`src/design/sbq_ram.sv`:
```
// generic ram with one write port and a registered read port
`default_nettype none
module sbq_ram #(
  parameter int unsigned Width = 8,
  parameter int unsigned Depth = 64
) (
  input  wire logic                     clk_i,
  input  wire logic                     we_i,
  input  wire logic [$clog2(Depth)-1:0] waddr_i,
  input  wire logic [Width-1:0]         wdata_i,
  input  wire logic [$clog2(Depth)-1:0] raddr_i,
  output logic      [Width-1:0]         rdata_o
);
  logic [Width-1:0] mem_q [Depth];

  // write port and registered read port
  always_ff @(posedge clk_i) begin
    if (we_i) mem_q[waddr_i] <= wdata_i;
    rdata_o <= mem_q[raddr_i];
  end
endmodule
`default_nettype wire

```
`config.mk`:
```
export PLATFORM = sky130hd
export DESIGN_NAME = sbq_ram
export DESIGN_NICKNAME = d
export VERILOG_FILES = /design/src/design/sbq_ram.sv
export SDC_FILE = /design/constraint.sdc
export NUM_CORES = 1
export LEC_CHECK = 0
export ABC_CLOCK_PERIOD_IN_PS = 2200
export BUFFER_PORTS_ARGS = -buffer_cell sky130_fd_sc_hd__buf_2
export CAP_MARGIN = 20
export CORE_MARGIN = 4
export CORE_UTILIZATION = 55
export CTS_BUF_LIST = sky130_fd_sc_hd__clkbuf_4
export DETAILED_ROUTE_END_ITERATION = 10
export PLACE_DENSITY = 0.8
export SYNTH_ARGS = -nofsm -noshare
export SYNTH_HDL_FRONTEND = slang
export SYNTH_SLANG_ARGS = --single-unit
```
`constraint.sdc`:
```
create_clock -name clk_i -period 2.2 [get_ports clk_i]
set_input_delay 0.33 -clock clk_i [delete_from_list [all_inputs] [get_ports clk_i]]
set_output_delay 0.33 -clock clk_i [all_outputs]
set_load 0.1 [all_outputs]
```
* After elaboration in Yosys (flattened, before gate mapping)
Memory sizes are Yosys's and may differ from the RTL's. A register that Yosys moved wholly into a read port is not among the register bits. Index checks and enable logic that the tools add are counted. W data, S select, Z words.
Storage, ports and cells: word-level logic and storage cells 3, bits in latches 0, RAM bits 512, bits in read-only memories 0, output and inout port bits 8, memories 1, flip-flop bits (word level) 0, input port bits 22
Memory list:
- mem_q | words 64, bits a word 8, rd ports 1, clocked after memory_dff 1, write ports 1, line 14 | logic [Width-1:0] mem_q [Depth];
Operators by class: divide/modulo/power cells 0, $mul 0, eq/ne operators 0, bitwise operators 0, magnitude comparators 0, shift operators 0, reduce and logical (&&, ||, !) cells 0, add/subtract/negate cells 0, multiplexer cells 2
Operators by type and width (count):
- $mux W1 | 2

* Logic depth before layout (Yosys ltp)
depth in word-level cells 2, depth in mapped cells 9, mapped depth without buffers 5

* Least setup slack after synthesis
No wires, ideal clock.
kind input to register, start in raddr_i[1], end reg rdata_o[3], read port of mem_q, path buffers 3, setup slack 0.202 ns, data arrival time 1.870 ns, cell stages on the path 7, setup time 0.128 ns, cells stage by stage buf_4 buf_2 buf_2 mux4_2 mux4_2 o21ai_1 o41ai_1
RTL lines:
- start: declaration | line 11 | input wire logic [$clog2(Depth)-1:0] raddr_i,
- end: declaration | line 12 | output logic [Width-1:0] rdata_o

==> results.md <==
- Routed Antenna Nets: 0
- CP max stage cell: mux4_2
- # Max-Cap Violations: 0
- Vias per inst: 6.07
- Worst skew pair latency: 0.78 ns
- CTS root buf: clkbuf_4
- Crit-path max cell delay: approximately 0.48 ns
- Fin crit share: 92.0%
- Leak: 7.79 nW
- Top cells by count, synth: 512 x edfxtp_1, 126 x mux4_2, 83 x nor2_1, 23 x mux2i_1, 19 x nand2_1
- H-tree depth: 3
- Clock power frac: a little under two fifths
- Setup violations, final: 0
- Count of hold-fix buffers inserted at cts: 4
- Die height: 199 µm
- Cell taking the most area after synthesis: edfxtp_1
- Seq/Total Area, Yosys: 77.0%
- Worst setup SP type: register
- Sequential power share: between 50% and 60%
- Final setup skew: ~0.072 ns
- Core region area: ~36000 µm²
- Die area: 39800 µm²
- Min cycle time layout: 2.02 ns
- Post-synth EDFFs: ~500
- Postcts setup bufs: 0
- DRT iter0 DRCs: 1331
- Vias post-DR: 10600
- Crit. End Element: register
- Status: complete, no violations
- Top delay family on crit path: multiplexers
- Synth-to-layout area growth: 16.0%
- Top cell type's share of synthesized area: 76.2%
- Clock buffer depth: 3
- Initial antenna violation count: 1
- Cell variety after synth: 40
- Synth area leaders: edfxtp_1 76%, mux4_2 14%, nor2_1 1.5%, mux2i_1 1.1%, dfxtp_1 0.79%
- DR pass1 iterations: 5
- Starting Density: 56.3%
- Gate power share: 6.4%
- WP data required: about 2.9 ns
- First-pass GRT wire length: roughly 67000 µm
- Routed WL: 44100 µm
- TNS Setup: 0 ns
- Worst EP arrival: 2.68 ns
- Cell-internal power: 0.0152 W
- TritonCTS clock tree: built
- Most used DFF post-synth: edfxtp_1
- Achievable Freq: 494 MHz
- Hold Violations, Final: 0
- Sw Ratio: 22.3%
- Placer Congestion: 0.905
- Largest net degree at the start of global routing: 41
- Fin cells: 1744
- Total grt overflow: 0
- Setup repair after global routing missed its margin: false
- Pwr/cell area: 838 nW/µm²
- DRC violations left: 0
- Synth Net Count: 962
- Final HPWL DP: 28700 µm
- Total power: 0.0196 W
- Cell with the most instances after synthesis: edfxtp_1
- Post-CTS Resized: 0
- Layout cell share with drive strength beyond 1: approximately two fifths
- Final core utilization: 65.3%
- Buf/Inv on CP: 0
- Relative max-transition margin: 48.1%
- Vias in the first global route: 11100
- Top Ports: 30
- Synthesized instance count: between 900 and 1000
- Overall Global Routing Usage: 23.0%
- Sink Count: 520
- Placed insts: 1526
- Peak supply drop: 0.586 mV
- Slew Limit Fails: 0
- Avg Cell Area, Syn: 21.5 µm²
- Synthesized area: between 20000 and 25000 µm²
- Crit-path cells: mux4_2 -> mux2_2 -> o221a_2 -> nor3_1 -> o32ai_1
- Fraction of registers with async set/reset: 0%
- WS Path Type: reg -> reg
- # rows: 69
- IO Port Bufs: 29
- Measured slew at the worst slew-check pin: 0.778 ns
- #FFs+latches synth: 520
- Worst Path Max Fanout: 1
- Yosys Warn Count: 0
- Net count reported at finish: 1213
- Hold slack: between 0.07 and 0.08 ns
- Num CTS Buffers: 120
- Net switching power: 0.00436 W
- Die width: between 150 and 200 µm
- Worst-path clk slew: about 0.070 ns
- Routed wire length per instance: 25.3 µm
- Class of the worst hold path: in -> reg
-- path summary, 6_finish.rpt --
check,start,endpoint,slack (ns),cells past startpoint
max reg2reg,mem_q[29][4]$_DFFE_PP_,rdata_o[4]$_DFF_P_,0.18,5
max,mem_q[29][4]$_DFFE_PP_,rdata_o[4]$_DFF_P_,0.18,5
min,wdata_i[6],mem_q[56][6]$_DFFE_PP_,0.08,1
min reg2reg,mem_q[30][6]$_DFFE_PP_,rdata_o[6]$_DFF_P_,0.83,3
-- registers in the layout (all words and copies together), names as in the netlist --
| signal | flops |
|---|---|
| mem_q | 512 |
| rdata_o | 8 |
-- metrics by stage --
step / setup slack (ns) / cell area (µm²)
after CTS: 0.146 / 23400
after floorplan: 0.202 / 20200
after global routing: 0.144 / 23400
after detailed placement: -0.225 / 21800
after global placement: -0.267 / 21800
final: 0.175 / 23400
-- metal layers --
layer,global-route usage (%),vias to the layer above,share of wire (%)
met3,5.18,87,9.4
met1,32.2,5375,38
li1,-,4515,-
met2,36.3,611,49
met5,0,-,0
met4,8.78,0,3.1
-- power by group through the flow --
stage               logic [W]  registers, W  clock network [W]
floorplan            0.000584        0.0113                  0
finish                0.00125        0.0110            0.00736
global placement      0.00121        0.0112                  0
detailed placement    0.00123        0.0112                  0
global route          0.00131        0.0110            0.00813
CTS                   0.00124        0.0110            0.00753
-- logic make-up after synthesis --
kind of cell	after synthesis	share of synthesized area, %
AND/OR/NAND/NOR	153	3.39
buffers and inverters	51	1.57
AO/OA/AOI/OAI	54	2.07
multiplexers	162	15.9
flip-flops	520	77.0
-- final cells by class --
class                   count  area (µm²)
flip-flops and latches    520       15500
fillers                  2235       12400
multi-input cells         369        4320
repair buffers            180        1450
clock buffers             171        1280
well taps                 461         577
clock inverters            42         228
diodes                      1        2.50
-- cells in the final DEF (no fill, tap or decap), drive strengths merged, types with 4 or more instances in the layout --
cell,synthesis,final
edfxtp,512,512
buf,34,175
clkbuf,17,172
mux4,126,126
nor2,83,83
clkinv,0,39
mux2i,23,23
nand2,19,19
nor2b,14,14
mux2,13,13
nand3,13,13
o221ai,8,8
o22ai,8,8
dfxtp,8,8
nand2b,7,7
nor3,7,7
a221oi,6,6
a211oi,4,4
dlygate4sd3,0,4
o21ai,4,4
Power figures use the tool's default switching activity.
