## src/design/sbq_pkg.sv

```systemverilog
// shared types and constants for the screen box overlap query block
`default_nettype none
package sbq_pkg;
  localparam int unsigned MaxEntriesDef = 64;
  localparam int unsigned CoordW = 20;
  localparam int unsigned TagW   = 16;
  localparam int unsigned KeyW   = 32;
  localparam int unsigned VpW    = 13;
  localparam int unsigned QW     = 16;
  // one stored entry: tag, edges, key
  localparam int unsigned EntryW = TagW + 4 * CoordW + KeyW;

  typedef enum logic [1:0] {
    OP_CLEAR  = 2'd0,
    OP_INSERT = 2'd1,
    OP_QUERY  = 2'd2,
    OP_NONE   = 2'd3
  } op_e;

  typedef enum logic {
    REG_VP_WIDTH  = 1'b0,
    REG_VP_HEIGHT = 1'b1
  } reg_e;

  typedef struct packed {
    logic [TagW-1:0]          tag;
    logic signed [CoordW-1:0] left;
    logic signed [CoordW-1:0] top;
    logic signed [CoordW-1:0] right;
    logic signed [CoordW-1:0] bottom;
    logic [KeyW-1:0]          key;
  } entry_t;
endpackage
`default_nettype wire

```

## src/design/sbq_top_placeholder_unused.sv

```systemverilog
// selection scan unit: picks the next overlapping entry in key order
`default_nettype none
module sbq_scan (
  input  wire logic                           clk_i,
  input  wire logic                           rst_ni,
  input  wire logic                           start_i,
  input  wire logic                           valid_i,
  input  wire sbq_pkg::entry_t                entry_i,
  input  wire logic [sbq_pkg::CoordW+1:0]     rx0_i,
  input  wire logic [sbq_pkg::CoordW+1:0]     rx1_i,
  input  wire logic [sbq_pkg::CoordW+1:0]     ry0_i,
  input  wire logic [sbq_pkg::CoordW+1:0]     ry1_i,
  input  wire logic [sbq_pkg::KeyW:0]         last_key_i,
  input  wire logic                           have_last_i,
  input  wire logic [15:0]                    idx_i,
  input  wire logic [15:0]                    last_idx_i,
  output logic                                found_o,
  output logic [sbq_pkg::TagW-1:0]            tag_o,
  output logic [sbq_pkg::KeyW-1:0]            key_o,
  output logic [15:0]                         idx_o
);
  import sbq_pkg::*;
  logic hit, after_last, better;
  logic signed [CoordW+1:0] l, t, r, b;

  // overlap and ordering test for the entry on the read port
  always_comb begin
    l = {{2{entry_i.left[CoordW-1]}}, entry_i.left};
    t = {{2{entry_i.top[CoordW-1]}}, entry_i.top};
    r = {{2{entry_i.right[CoordW-1]}}, entry_i.right};
    b = {{2{entry_i.bottom[CoordW-1]}}, entry_i.bottom};
    hit = !(r < $signed(rx0_i) || l > $signed(rx1_i) ||
            b < $signed(ry0_i) || t > $signed(ry1_i));
    after_last = !have_last_i ||
                 ({1'b0, entry_i.key} > last_key_i) ||
                 ({1'b0, entry_i.key} == last_key_i && idx_i > last_idx_i);
    better = !found_o || entry_i.key < key_o;
  end

  // running best candidate over one pass
  always_ff @(posedge clk_i or negedge rst_ni) begin
    if (!rst_ni) begin
      found_o <= 1'b0;
    end else if (start_i) begin
      found_o <= 1'b0;
    end else if (valid_i && hit && after_last && better) begin
      found_o <= 1'b1;
    end
  end

  always_ff @(posedge clk_i) begin
    if (valid_i && hit && after_last && better) begin
      tag_o <= entry_i.tag;
      key_o <= entry_i.key;
      idx_o <= idx_i;
    end
  end
endmodule
`default_nettype wire

```

## config.mk

```make
export PLATFORM = sky130hd
export DESIGN_NAME = sbq_scan
export DESIGN_NICKNAME = d
export VERILOG_FILES = /design/src/design/sbq_pkg.sv /design/src/design/sbq_top_placeholder_unused.sv
export SDC_FILE = /design/constraint.sdc
export NUM_CORES = 1
export LEC_CHECK = 0
export BUFFER_PORTS_ARGS = -buffer_cell sky130_fd_sc_hd__buf_4
export CORE_MARGIN = 10
export CORE_UTILIZATION = 46
export CTS_CLUSTER_DIAMETER = 50
export DETAILED_ROUTE_END_ITERATION = 7
export HOLD_SLACK_MARGIN = 0.15
export PLACE_DENSITY = 0.95
export SLEW_MARGIN = 20
export SYNTH_ARGS = -nofsm -noshare
export SYNTH_HDL_FRONTEND = slang
export SYNTH_SLANG_ARGS = --single-unit
```

## constraint.sdc

```tcl
create_clock -name clk_i -period 4.39 [get_ports clk_i]
set_input_delay 0.2195 -clock clk_i [delete_from_list [all_inputs] [get_ports clk_i]]
set_output_delay 0.2195 -clock clk_i [all_outputs]
set_load 0.05 [all_outputs]
```

# After elaboration in Yosys (flattened, before gate mapping)
# Index checks and enable logic that the tools add are counted.
[totals]
reg_bits = 65
latchBits = 0
ramBits = 0
mem_bits_ro = 0
inputBits = 286
output_inout_bits = 65
wordCells = 28
mem_count = 0
[classes]
n_addsub = 0
multipliers = 0
div = 0
order_cmp = 7
eq_ne = 1
shifts = 0
mux = 2
bitwise = 0
n_reduce_logical = 14
[ops]
columns = ["operator", "n"]
rows = [
  ["$gt 20x22->1", 2],
  ["$lt 20x22->1", 2],
  ["$eq 32x33->1", 1],
  ["$gt 32x33->1", 1],
  ["$lt 32x32->1", 1],
  ["$gt 16x16->1", 1],
  ["$logic_or 1x1->1", 6],
  ["$logic_and 1x1->1", 4],
  ["$logic_not 1->1", 3],
  ["$mux 1", 2],
  ["$reduce_bool 2->1", 1],
]

# Depth between registers and ports, before layout
[logic_depth]
depth_word = 10
depth_mapped = 10
ltp_nobuf = 10

# Worst setup path after synthesis
# No wires, ideal clock.
[synth_timing]
path_kind = "input to register"
startpoint = "input port ry1_i[7] in the netlist's numbering"
endpoint = "register idx_o[0], enable pin"
setup_ps = 419
arrival_ps = 3506
required_time_ps = 3971
setup_slack_ps = 466
path_stages = 10
n_path_buf = 0
path_cell_list = "inv_1 > ha_1 > a21o_1 > a21o_1 > a221o_1 > a2111oi_0 > a21oi_1 > a2111oi_0 > and4bb_1 > o211a_1"
[synth_via]
elab_chain_len = 6
[synth_rtl]
columns = ["item", "line", "text"]
rows = [
  ["from (decl)", "sbq_top_placeholder_unused.sv:12", "input wire logic [sbq_pkg::CoordW+1:0] ry1_i,"],
  ["$gt 20x22->1", "sbq_top_placeholder_unused.sv:33", "b < $signed(ry0_i) || t > $signed(ry1_i));"],
  ["$logic_or 1x1->1", "sbq_top_placeholder_unused.sv:33", ""],
  ["$logic_not 1->1", "sbq_top_placeholder_unused.sv:32", "hit = !(r < $signed(rx0_i) || l > $signed(rx1_i) ||"],
  ["$logic_and 1x1->1 (3 in a row)", "sbq_top_placeholder_unused.sv:52", "if (valid_i && hit && after_last && better) begin"],
  ["to (signal assigned)", "sbq_top_placeholder_unused.sv:55", "idx_o <= idx_i;"],
  ["to (decl)", "sbq_top_placeholder_unused.sv:20", "output logic [15:0] idx_o"],
]
# Every way passes these cells.
# A chain may end at the register's enable or synchronous reset.

# Final worst setup path
[layout_timing]
startpoint = "input port entry_i[29] in the netlist's numbering"
endpoint = "register key_o[30] in the netlist's numbering, enable pin"
[layout_via]
elab_chain_len = 5
word_cells_on_any_way = 9
cone_classes = "order compare: 2; eq/ne: 1; reduce/logical: 6"
[layout_rtl]
columns = ["item", "line", "text"]
rows = [
  ["from (decl)", "sbq_top_placeholder_unused.sv:8", "input wire sbq_pkg::entry_t entry_i,"],
  ["$gt 32x33->1 or $eq 32x33->1 (tied branches)", "sbq_top_placeholder_unused.sv:35, sbq_top_placeholder_unused.sv:36", ""],
  ["$logic_or 1x1->1 or $logic_and 1x1->1 (tied branches)", "sbq_top_placeholder_unused.sv:34, sbq_top_placeholder_unused.sv:36", ""],
  ["$logic_or 1x1->1", "sbq_top_placeholder_unused.sv:35", "({1'b0, entry_i.key} > last_key_i) ||"],
  ["$logic_and 1x1->1", "sbq_top_placeholder_unused.sv:52", ""],
  ["$logic_and 1x1->1 *", "sbq_top_placeholder_unused.sv:52", ""],
  ["to (signal assigned)", "sbq_top_placeholder_unused.sv:54", "key_o <= entry_i.key;"],
  ["to (decl)", "sbq_top_placeholder_unused.sv:19", "output logic [sbq_pkg::KeyW-1:0] key_o,"],
]
# Mark *: on every way between the ends. The rest lies on a longest branch, timed or not.

==> impl_metrics.yaml <==
cts:
  clock-root-buffer: "clkbuf_16"
  cts-htree-levels: 3
  clk_pin_slew_worst_paths_ns: 0.05
  cts_resized: 0
  clock_sinks: 65
  cts-root-to-sink-buffers: 2
  worst_skew_pair.late_latency_ns: 0.32
  cts_tree: "yes"
  cts_made_buffers: 9
final_layout:
  num_antenna_cells: 0
  final_stage_net_count: 1532
  regArea_um2: 1950
  layout_area_growth_over_synthesis_pct: 62.3
  post_layout_nonfiller_instances: 1262
  combined_area_of_the_multi_input_logic_cells_um2: 3580
  fillers: 861
  layout-drive-gt1-share_pct: 34.0
power:
  leakagePower_nw: 5.50
  max-vdd-ir-drop_v: 0.000243
  power_density_nw_per_um2: 217
timing:
  finalSetupViolations: 0
  post-route-min-period_ns: 3.77
  tns_ns: 0
  fin_crit_sh_pct: 85.9
  fmax_mhz: 265
  maxSlewHeadroom_pct: 48.3
  tightestPinTransition_ns: 0.756
  timing_hold_violations_final: 0
  fin_worst_hold_slack_ns: 0.249
  unrepaired_setup_endpoints_after_global_routing: "false"
  final_setup_skew_ns: 0.0118
  timing.final.max_slew_violations: 0
flow_run:
  drv_cap: 0
setup_path:
  crit_arrival_ns: 3.78
  crit_chain: "dlygate4sd3_1, buf_4, ha_1, nand4_1, nor4_1, nand3_1, o211ai_1, o22ai_1, and4bb_1, o211a_4, buf_12"
  critPathRequiredTime_ns: 4.40
  worstSetupEndpointType: "flip-flop"
  path_delay_family: "simple AND/OR/NAND/NOR gates"
  path_buf_inv: 3
  cpPeakStageDelay_ns: 0.72
  critical_path.slowest_cell: "nor4_1"
  crit_type: "input pin to flip-flop"
  critical_path.max_fanout: 29
  critPathLaunchType: "input pin"
detailed_routing:
  detailedRoute.firstIterationViolations: 561
  routed-via-count: 6998
  antenna_left: 0
  wl_per_cell_um: 22.5
  avgViaCountPerCell: 5.55
  drt_first_pass_iters: 5
  routed_wirelength_um: 28500
  drt_drc_violations_left: 0
floorplanning:
  std_cell_rows: 42
  die_area_um2: 18400
  design.core.area_um2: 13200
  top_level_ports: 351
  die_width_um: 136
  start_util_pct: 46.8
  dieHeight_um: 136
run_status:
  run_status: "completed"
global_routing:
  grt_antenna_before_repair: 0
  vias_in_the_first_global_route: 7640
  globalRoute.totalOverflow: 0
  track_usage_pct: 29.4
  pin_count_of_the_biggest_net_entering_global_routing: 30
  global_route_wire_length_before_repair_um: 42100
synthesis:
  synth.cell_area_um2: 6170
  synthesis.area_per_instance_um2: 9.46
  synth_seq_area_share_pct: 31.6
  synth_top_flop_cell: "edfxtp_1"
  yosysWarningCount: 0
  synth_async_sr_flop_share_pct: 1.54
  synth_enable_flop_cells: 64
  synth.top_cell.area_share_pct: 33.5
  synth-seq-cells: 65
  synth_area_leaders: "ha_1, edfxtp_1, inv_1"
  yosysUniqueCellTypes: 43
  post_synth_inst_count: 652
  syn_nets: 1103
  yosysTopAreaCell: "ha_1"
place:
  placer_congestion_estimate: 0.957
  hpwlAfterDp_um: 21100
  placedCellCount: 1180
  numPortBuffers: 350
worst_hold_path:
  hold_path.class: "input pin to asynchronous set/reset pin"
-- cell type report --
cell class,instances,share of cell area [%]
Tap cell,176,2.20
Multi-Input combinational cell,414,35.8
Timing Repair Buffer,418,33.1
Clock inverter,6,0.688
Clock buffer,10,2.29
Sequential cell,65,19.5
Inverter,173,6.49
-- metrics by stage --
stage / instance area, um2 / total power, mW / worst slack [ns] / util (%)
2_1_floorplan: 6170 / 1.04 / 0.466 / -
3_3_place_gp: 9050 / 1.34 / 0.648 / 68.6
3_5_place_dp: 9050 / 1.37 / 0.425 / 68.6
4_1_cts: 10000 / 2.12 / 0.737 / 75.9
5_1_grt: 10000 / 2.25 / 0.470 / 75.9
6_report: 10000 / 2.17 / 0.620 / 75.9
-- registers in the layout, summed over array words and instances, names as in the netlist --
name	flops
idx_o	16
tag_o	16
key_o	32
found_o	1
-- layer usage --
layer | vias up | wire [um] | track usage [%]
met1 | 3198 | 9200 | 29.1
met2 | 508 | 14500 | 53.0
li1 | 3185 | - | -
met3 | 107 | 3260 | 9.31
met4 | 0 | 1480 | 16.5
met5 | - | 0 | 0
-- cells in the final DEF (no fill, tap or decap), types with 3 or more instances in the layout --
cell and instances:
o211ai_1 3, o22ai_1 4, nor3_1 4, buf_4 351
nand2b_1 3, a211oi_1 7, clkinv_4 3, a21oi_1 51
a31oi_1 4, ha_1 165, nand4_1 29, and3_1 4
a2111oi_0 5, edfxtp_1 64, o21a_1 4, o21ai_0 11
clkbuf_16 9, and4_1 3, nor2_1 10, nand2_1 19
a21o_1 35, nand3_1 24, dlygate4sd3_1 66, o21ai_1 4
inv_1 173
-- logic make-up after synthesis --
kind of cell | after synthesis | share of synthesized area (%)
buffers and inverters | 173 | 10.5
adder cells (fa/ha/maj) | 165 | 33.5
AO/OA/AOI/OAI | 142 | 14.9
AND/OR/NAND/NOR | 105 | 9.19
flip-flops | 65 | 31.6
multiplexers | 2 | 0.345
-- synth_stat cells, types with 2 or more instances --
library cell,count
nor2b_1,2
edfxtp_1,64
nand3_1,24
a21o_1,35
nand2b_1,3
inv_1,173
nand2_1,19
and3_1,4
a221o_1,2
o22ai_1,4
a211oi_1,7
o2111ai_1,2
o211ai_1,3
nand4_1,29
nor2_1,10
and4_1,3
nor4_1,2
nor3_1,4
a31oi_1,4
o21ai_0,11
a2111oi_0,5
ha_1,165
o21a_1,4
o21ai_1,4
a21oi_1,51
-- what timing repair did --
action / CTS / global route
endpoints found under the hold margin: 66 / 0
buffers inserted: 0 / 0
hold buffers: 66 / 0
-- path summary, 6_finish.rpt --
| check | start | to | slack [ns] | cells past startpoint |
|---|---|---|---|---|
| worst min-delay path | rst_ni | found_o$_DFFE_PN0P_ | 0.25 | 2 |
| worst max-delay path | entry_i[29] | key_o[30]$_DFFE_PP_ | 0.62 | 11 |
| max in group asynchronous | rst_ni | found_o$_DFFE_PN0P_ | 4.06 | 2 |
| worst min register to register | found_o$_DFFE_PN0P_ | found_o$_DFFE_PN0P_ | 0.67 | 1 |
| min in group clk_i | valid_i | found_o$_DFFE_PN0P_ | 0.61 | 5 |
| worst max register to register | key_o[17]$_DFFE_PP_ | key_o[30]$_DFFE_PP_ | 1.53 | 11 |
-- power breakdown --
group | leakage, nW | switching [mW] | internal [mW]
combinational | 4.77 | 0.358 | 0.379
sequential | 0.591 | 0.00984 | 0.701
clock | 0.143 | 0.279 | 0.442
total | 5.50 | 0.647 | 1.52
(Power assumes the default switching activity.)
